### src/hw/rtl/assert_macros.svh
// Assertion macros shared by the RTL files of the statistics block.
`ifndef ASSERT_MACROS_SVH
`define ASSERT_MACROS_SVH

// Condition that must hold at every clock edge outside reset.
`define ASSERT_ALWAYS(label, clk, rst, cond, msg) \
  label: assert property (@(posedge clk) disable iff (rst) (cond)) else $error(msg);

// Same-cycle implication, outside reset.
`define ASSERT_IMPL(label, clk, rst, ante, cons, msg) \
  label: assert property (@(posedge clk) disable iff (rst) (ante) |-> (cons)) else $error(msg);

`endif

### src/hw/rtl/mvs_pkg.sv
// Package: widths, operation codes and unit handshake types of the statistics block.
package mvs_pkg;

  localparam int SAMPLE_BITS = 16;
  localparam int MAX_COUNT   = 4096;

  localparam int CNT_W    = $clog2(MAX_COUNT + 1);
  localparam int SUM_W    = SAMPLE_BITS + $clog2(MAX_COUNT);
  localparam int SQ_W     = 2 * SAMPLE_BITS - 1 + $clog2(MAX_COUNT);
  localparam int UNIT_W   = SQ_W + CNT_W;
  localparam int UNIT_B_W = SUM_W;

  localparam int MEAN_W  = 24;
  localparam int MSQ_W   = 31;
  localparam int VAR_W   = 31;
  localparam int COUNT_W = 13;
  localparam int FIELDS_W   = MEAN_W + MSQ_W + VAR_W + COUNT_W;
  localparam int M_TDATA_W  = ((FIELDS_W + 7) / 8) * 8;

  typedef enum logic {
    OP_MUL,
    OP_DIV
  } mvs_op_t;

  typedef struct packed {
    logic    start;
    mvs_op_t op;
  } mvs_unit_cmd_t;

  typedef struct packed {
    logic busy;
    logic done;
  } mvs_unit_stat_t;

endpackage

### src/hw/rtl/mvs_shared_unit.sv
// Shared shift-add multiplier and restoring divider, one bit per cycle on one adder.
`include "assert_macros.svh"

module mvs_shared_unit import mvs_pkg::*; (
  input  logic                  clk,
  input  logic                  rst,
  input  mvs_unit_cmd_t         cmd,
  input  logic [UNIT_W-1:0]     opa,     // multiplicand or dividend
  input  logic [UNIT_B_W-1:0]   opb,     // multiplier or divisor
  output mvs_unit_stat_t        stat,
  output logic [UNIT_W-1:0]     result
);

  localparam int STEP_W = $clog2(UNIT_W);

  logic              busy;
  logic              done;
  mvs_op_t           op;
  logic [STEP_W-1:0] step;
  logic [UNIT_W-1:0] acc;
  logic [UNIT_W-1:0] quo;
  logic [UNIT_W-1:0] opnd;

  logic [UNIT_W:0]   add_x;
  logic [UNIT_W:0]   add_y;
  logic              sub;
  logic [UNIT_W:0]   add_r;
  logic              ge;

  // single adder: shift-add for multiply, trial subtract for divide
  always_comb begin
    unique case (op)
      OP_MUL: begin
        add_x = {1'b0, acc[UNIT_W-2:0], 1'b0};
        add_y = quo[UNIT_B_W-1] ? {1'b0, opnd} : '0;
        sub   = 1'b0;
      end
      default: begin
        add_x = {1'b0, acc[UNIT_W-2:0], quo[UNIT_W-1]};
        add_y = {1'b0, opnd};
        sub   = 1'b1;
      end
    endcase
    add_r = add_x + (sub ? ~add_y : add_y) + {{UNIT_W{1'b0}}, sub};
    ge    = !add_r[UNIT_W];
  end

  always_ff @(posedge clk) begin
    if (rst) begin
      busy <= 1'b0;
      done <= 1'b0;
      op   <= OP_MUL;
      step <= '0;
    end else begin
      done <= 1'b0;
      if (cmd.start) begin
        busy <= 1'b1;
        op   <= cmd.op;
        acc  <= '0;
        if (cmd.op == OP_MUL) begin
          opnd <= opa;
          quo  <= UNIT_W'(opb);
          step <= STEP_W'(UNIT_B_W - 1);
        end else begin
          opnd <= UNIT_W'(opb);
          quo  <= opa;
          step <= STEP_W'(UNIT_W - 1);
        end
      end else if (busy) begin
        if (op == OP_MUL) begin
          acc <= add_r[UNIT_W-1:0];
          quo <= {quo[UNIT_W-2:0], 1'b0};
        end else begin
          acc <= ge ? add_r[UNIT_W-1:0] : add_x[UNIT_W-1:0];
          quo <= {quo[UNIT_W-2:0], ge};
        end
        if (step == '0) begin
          busy <= 1'b0;
          done <= 1'b1;
        end else begin
          step <= step - 1'b1;
        end
      end
    end
  end

  assign stat.busy = busy;
  assign stat.done = done;
  assign result    = (op == OP_MUL) ? acc : quo;

  `ASSERT_IMPL(a_start_when_free, clk, rst, cmd.start, !busy && !done, "unit started while busy")
  `ASSERT_IMPL(a_done_after_work, clk, rst, done, $past(busy), "unit done without work")

endmodule

### src/hw/rtl/vector_mean_variance_stats_top.sv
// Top level: running sums per vector and the end-of-vector mean and variance sequencer.
// Input: one transfer per cycle while the sequencer is idle; s_tready is low after tlast
// until the result is loaded. On tlast the sequencer runs three 28-step multiplies and two
// or three 56-step divides on the shared unit, one after another, then loads the result
// into the output register; the third divide runs only when the variance is positive.
// Reset (rst, synchronous): clears sums, count, drop flag, sequencer and output valid.
`include "assert_macros.svh"

module vector_mean_variance_stats_top import mvs_pkg::*; (
  input  logic                 clk,
  input  logic                 rst,
  input  logic                 s_tvalid,
  output logic                 s_tready,
  input  logic [15:0]          s_tdata,   // [15:0] sample
  input  logic                 s_tlast,   // last element of the vector
  output logic                 m_tvalid,
  input  logic                 m_tready,
  output logic [M_TDATA_W-1:0] m_tdata,   // [23:0] mean, [54:24] mean_square,
                                          // [85:55] variance, [98:86] element_count,
                                          // [103:99] zero
  output logic                 m_tuser    // [0] overflow
);

  typedef enum logic [2:0] {
    S_IDLE,
    S_MUL_S2,
    S_MUL_QN,
    S_MUL_NN,
    S_DIV_MEAN,
    S_DIV_MSQ,
    S_DIV_VAR,
    S_OUT
  } state_t;

  state_t state;
  logic   issued;

  // running state of the current vector
  logic signed [SUM_W-1:0] sum;
  logic [SQ_W-1:0]         sumsq;
  logic [CNT_W-1:0]        cnt;
  logic                    dropped;

  // intermediate products and quotients
  logic [UNIT_W-1:0]   s2;
  logic [UNIT_W-1:0]   qn;
  logic [2*CNT_W-1:0]  nn;
  logic [MEAN_W-1:0]   mean_q;
  logic [MSQ_W-1:0]    msq_q;
  logic [VAR_W-1:0]    var_q;

  logic signed [SAMPLE_BITS-1:0]   smp;
  logic signed [2*SAMPLE_BITS-1:0] smp_sq;
  logic [SUM_W-1:0]                sabs;
  logic [UNIT_W-1:0]               var_num;
  logic [MEAN_W-1:0]               mean_out;
  logic                            op_state;

  mvs_unit_cmd_t      unit_cmd;
  mvs_unit_stat_t     unit_stat;
  logic [UNIT_W-1:0]  unit_a;
  logic [UNIT_B_W-1:0] unit_b;
  logic [UNIT_W-1:0]  unit_res;

  assign smp      = s_tdata[SAMPLE_BITS-1:0];
  assign smp_sq   = smp * smp;
  assign sabs     = sum[SUM_W-1] ? SUM_W'(-sum) : SUM_W'(sum);
  assign var_num  = qn - s2;
  assign mean_out = sum[SUM_W-1] ? MEAN_W'(~mean_q + 1'b1) : mean_q;
  assign s_tready = (state == S_IDLE);

  assign op_state = (state != S_IDLE) && (state != S_OUT);

  // operand selection for the shared unit
  always_comb begin
    unit_cmd.start = op_state && !issued;
    unit_cmd.op    = OP_DIV;
    unit_a         = '0;
    unit_b         = '0;
    unique case (state)
      S_MUL_S2: begin
        unit_cmd.op = OP_MUL;
        unit_a      = UNIT_W'(sabs);
        unit_b      = sabs;
      end
      S_MUL_QN: begin
        unit_cmd.op = OP_MUL;
        unit_a      = UNIT_W'(sumsq);
        unit_b      = UNIT_B_W'(cnt);
      end
      S_MUL_NN: begin
        unit_cmd.op = OP_MUL;
        unit_a      = UNIT_W'(cnt);
        unit_b      = UNIT_B_W'(cnt);
      end
      S_DIV_MEAN: begin
        unit_a = UNIT_W'({sabs, 8'd0});
        unit_b = UNIT_B_W'(cnt);
      end
      S_DIV_MSQ: begin
        unit_a = UNIT_W'(sumsq);
        unit_b = UNIT_B_W'(cnt);
      end
      S_DIV_VAR: begin
        unit_a = var_num;
        unit_b = UNIT_B_W'(nn);
      end
      default: begin
        unit_cmd.op = OP_DIV;
      end
    endcase
  end

  mvs_shared_unit u_unit (
    .clk    (clk),
    .rst    (rst),
    .cmd    (unit_cmd),
    .opa    (unit_a),
    .opb    (unit_b),
    .stat   (unit_stat),
    .result (unit_res)
  );

  always_ff @(posedge clk) begin
    if (rst) begin
      state    <= S_IDLE;
      issued   <= 1'b0;
      sum      <= '0;
      sumsq    <= '0;
      cnt      <= '0;
      dropped  <= 1'b0;
      m_tvalid <= 1'b0;
    end else begin
      // drop the held result once the downstream side takes it, unless a new one loads
      if (m_tvalid && m_tready && (state != S_OUT)) begin
        m_tvalid <= 1'b0;
      end
      if (unit_cmd.start) begin
        issued <= 1'b1;
      end
      unique case (state)
        S_IDLE: begin
          if (s_tvalid) begin
            // accumulate while below the limit, otherwise drop and flag
            if (cnt < CNT_W'(MAX_COUNT)) begin
              sum   <= sum + SUM_W'(smp);
              sumsq <= sumsq + SQ_W'($unsigned(smp_sq));
              cnt   <= cnt + 1'b1;
            end else begin
              dropped <= 1'b1;
            end
            if (s_tlast) begin
              state <= S_MUL_S2;
            end
          end
        end
        S_MUL_S2: begin
          if (issued && unit_stat.done) begin
            s2     <= unit_res;
            issued <= 1'b0;
            state  <= S_MUL_QN;
          end
        end
        S_MUL_QN: begin
          if (issued && unit_stat.done) begin
            qn     <= unit_res;
            issued <= 1'b0;
            state  <= S_MUL_NN;
          end
        end
        S_MUL_NN: begin
          if (issued && unit_stat.done) begin
            nn     <= unit_res[2*CNT_W-1:0];
            issued <= 1'b0;
            state  <= S_DIV_MEAN;
          end
        end
        S_DIV_MEAN: begin
          if (issued && unit_stat.done) begin
            mean_q <= unit_res[MEAN_W-1:0];
            issued <= 1'b0;
            state  <= S_DIV_MSQ;
          end
        end
        S_DIV_MSQ: begin
          if (issued && unit_stat.done) begin
            msq_q  <= unit_res[MSQ_W-1:0];
            issued <= 1'b0;
            // skip the variance divide when the difference is not positive
            if (qn > s2) begin
              state <= S_DIV_VAR;
            end else begin
              var_q <= '0;
              state <= S_OUT;
            end
          end
        end
        S_DIV_VAR: begin
          if (issued && unit_stat.done) begin
            var_q  <= unit_res[VAR_W-1:0];
            issued <= 1'b0;
            state  <= S_OUT;
          end
        end
        S_OUT: begin
          // hold until the output register is free, then load and clear the vector
          if (!m_tvalid || m_tready) begin
            m_tdata  <= {{(M_TDATA_W - FIELDS_W){1'b0}}, COUNT_W'(cnt), var_q, msq_q,
                         mean_out};
            m_tuser  <= dropped;
            m_tvalid <= 1'b1;
            sum      <= '0;
            sumsq    <= '0;
            cnt      <= '0;
            dropped  <= 1'b0;
            state    <= S_IDLE;
          end
        end
        default: begin
          state <= S_IDLE;
        end
      endcase
    end
  end

  `ASSERT_ALWAYS(a_cnt_limit, clk, rst, cnt <= CNT_W'(MAX_COUNT), "count above limit")
  `ASSERT_IMPL(a_drop_when_full, clk, rst, dropped, cnt == CNT_W'(MAX_COUNT), "drop below limit")
  `ASSERT_IMPL(a_wait_on_unit, clk, rst, issued, unit_stat.busy || unit_stat.done, "unit idle while awaited")

endmodule

### config.mk
export PLATFORM = sky130hd
export DESIGN_NAME = vector_mean_variance_stats_top
export DESIGN_NICKNAME = d
export VERILOG_FILES = /design/src/hw/rtl/mvs_pkg.sv /design/src/hw/rtl/mvs_shared_unit.sv /design/src/hw/rtl/vector_mean_variance_stats_top.sv
export VERILOG_INCLUDE_DIRS = /design/src /design/src/hw/rtl
export SDC_FILE = /design/constraint.sdc
export NUM_CORES = 2
export LEC_CHECK = 0
export ABC_AREA = 1
export BUFFER_PORTS_ARGS = -buffer_cell sky130_fd_sc_hd__buf_2
export CORE_UTILIZATION = 59
export DETAILED_ROUTE_END_ITERATION = 10
export HOLD_SLACK_MARGIN = 0.02
export PLACE_DENSITY = 0.8
export SYNTH_ARGS = -nofsm -noshare
export SYNTH_HDL_FRONTEND = slang
export SYNTH_SLANG_ARGS = --single-unit
### constraint.sdc
create_clock -name clk -period 9.95 [get_ports clk]
set_input_delay 0.4975 -clock clk [delete_from_list [all_inputs] [get_ports clk]]
set_output_delay 0.4975 -clock clk [all_outputs]
set_load 0.01 [all_outputs]
==> run metrics <==
final hold violations 0; CTS tree yes; Crit Path Max Fanout 38; Post-CTS Hold Buffers 0; routability cong. 1.04; met3 GRT Util 9.91%; vias approximately 45000; most common cell after layout, fill and taps aside nand2_1; EDFF count, synth 492; H-tree levels 3; hold path start m_tready; postcts setup bufs 0; ys flop type edfxtp_1; die area 83700 um^2; die width 289 um; grt total ovfl 0; Mean Syn Cell Area around 7.4 um^2; antenna violations before repair 3; DR DRC count 0; CP startpoint s_tdata[15]; worst-skew pair later-pin latency roughly 0.63 ns; Slowest-stage cell, CP buf_2; Root Buffer clkbuf_16; met2 usage 64.1%; Total GRT Usage between 40% and 50%; hold crit path type in -> reg; Yosys cell types 53; die height 289 um; HPWL after detailed placement 136000 um; DRT iter0 DRCs 4892; unrepaired setup endpoints after global routing false; Layout fillers 7177; post-synthesis cell count 6558; starting density of the core between 50% and 60%; sequential fraction of the synthesis area 34.4%; Max Clock Freq 129 MHz; DR vias/cell 5.75; Slew Viols, Final 0; setup_tns 0 ns; first-pass GRT wire length between 200000 and 300000 um; 1st-pass router iterations 7; Layout area overhead 8.10%; post-CTS sizing 0; ANT nets after route 0; Clk pin slew, worst setup/hold paths about 0.060 ns; Worst Path Class, Setup in -> reg; number of global-route vias before repair between 40000 and 50000; outcome completed; row count 105; fin crit share 77.6%; Slew headroom between 20 and 30%; Crit. End Element flop; most frequent cells in the layout nand2_1, inv_1, edfxtp_1; Worst Hold Path EP m_tvalid; minimum clock period 7.73 ns; layout cells sized above 1 4.65%; Routed WL 169000 um; mapped cell area about 49000 um^2; Worst R2R End u_unit.acc[23]; busiest grt layer met2; critical path arrival about 8.3 ns; count of state elements after synthesis a little under 600; final setup violation count 0; clock sinks 591; reg2reg path depth 20; Post-synth ARST share 0%; I/O Buffers 122; crit path launch type primary input; CTS Buf Count 68; r2r setup slk around 3.5 ns; Layout Nets 7155; Max Cap Viol 0; Placeable Area 81800 um^2; clock buffer depth 3; GR Util met1 51.9%; maximum number of pins on one net before global-route repair 79; I/O pins 128; Clock Skew between 0.03 and 0.04 ns; worst-margin pin slew 1.07 ns; Crit path largest cell delay 0.65 ns; drt wl/cell 21.8 um; worst r2r src u_unit.op; Synth Warn # 0; Critical Path RT 10.49 ns; WHS Path Cells 3
## how the worst max path moves through the flow
stage	to	cells past startpoint
final	sumsq[33]	31
after floorplan	u_unit.acc[0]	8
after global placement	sumsq[34]	29
after detailed placement	sumsq[33]	31
after global routing	sumsq[35]	32
after CTS	sumsq[33]	31
## synth_stat cells (all sizes together), types with 15 or more instances
master | number | area share [%]
a21oi | 397 | 4.1
a22oi | 15 | 0.23
buf | 56 | 0.59
clkbuf | 105 | 0.81
dfxtp | 99 | 4.1
edfxtp | 492 | 30
fa | 241 | 9.9
ha | 268 | 6.9
inv | 1281 | 9.9
nand2 | 1981 | 15
nand3 | 360 | 3.7
nand3b | 22 | 0.34
nand4 | 87 | 1.1
nor2 | 477 | 3.7
nor3 | 47 | 0.49
nor4 | 17 | 0.22
o211ai | 25 | 0.39
o21ai | 272 | 2.8
o21bai | 54 | 0.83
or2 | 19 | 0.24
xnor2 | 31 | 0.56
xor2 | 131 | 2.4
## final cells by class
class                           count  area [um^2]  share of cell area (%)
Multi-Input combinational cell   4528        26500                    50.4
Sequential cell                   591        16800                    31.8
Inverter                         1282         4810                    9.14
Clock buffer                       81         1780                    3.38
Tap cell                         1070         1340                    2.54
Timing Repair Buffer              154          851                    1.62
Clock inverter                     45          558                    1.06
Antenna cell                        2         5.00                 0.00951
## registers in the layout (all words and copies together), names as in the netlist
name         cells
cnt             13
dropped          1
issued           1
m_tdata         99
m_tuser          1
m_tvalid         1
mean_q          24
msq_q           31
nn              26
qn              56
s2              56
state            3
sum             28
sumsq           43
u_unit.acc      56
u_unit.busy      1
u_unit.done      1
u_unit.op        1
u_unit.opnd     56
u_unit.quo      56
u_unit.step      6
var_q           31
## kinds of logic (layout without fill, tap and decap cells)
group	count (synthesis)	in the layout	share of synthesized area [%]
buf+inv	1443	1562	11.3
xor+xnor	162	162	2.91
simple gates	3027	3027	25.3
mux	1	1	0.0206
compound gates	824	824	9.27
flops	591	591	34.4
other cells	1	7	0.00770
fa+ha+maj	509	509	16.8
## worst max-delay path, delay by kind of cell
| kind | cells | cell delay [ns] |
|---|---|---|
| AND/OR/NAND/NOR | 10 | 1.25 |
| AO/OA/AOI/OAI | 5 | 0.88 |
| buffers and inverters | 7 | 1.49 |
| XOR/XNOR | 1 | 0.29 |
| adder cells (fa/ha/maj) | 8 | 3.84 |
## metal layers
metal / share of wire, % / vias up
met5: 0.0077 / -
met4: 5.0 / 2
li1: - / 20900
met2: 45 / 2301
met1: 39 / 21000
met3: 11 / 437
## stage by stage
| step | util, % | std cells | worst slack, ns | hold WS (ns) | cell area [um^2] |
|---|---|---|---|---|---|
| after floorplan | - | 6562 | 2.65 | 0.400 | 48700 |
| after global placement | 61.5 | 7625 | 1.80 | 0.401 | 50300 |
| after detailed placement | 61.5 | 7625 | 1.61 | 0.405 | 50300 |
| after CTS | 64.3 | 7751 | 2.23 | 0.233 | 52600 |
| after global routing | 64.3 | 7751 | 1.62 | 0.258 | 52600 |
| final | 64.3 | 7753 | 2.22 | 0.246 | 52700 |
Power is not shown: default switching activity piles up to over one toggle a cycle in this logic, so the estimate is an artifact.
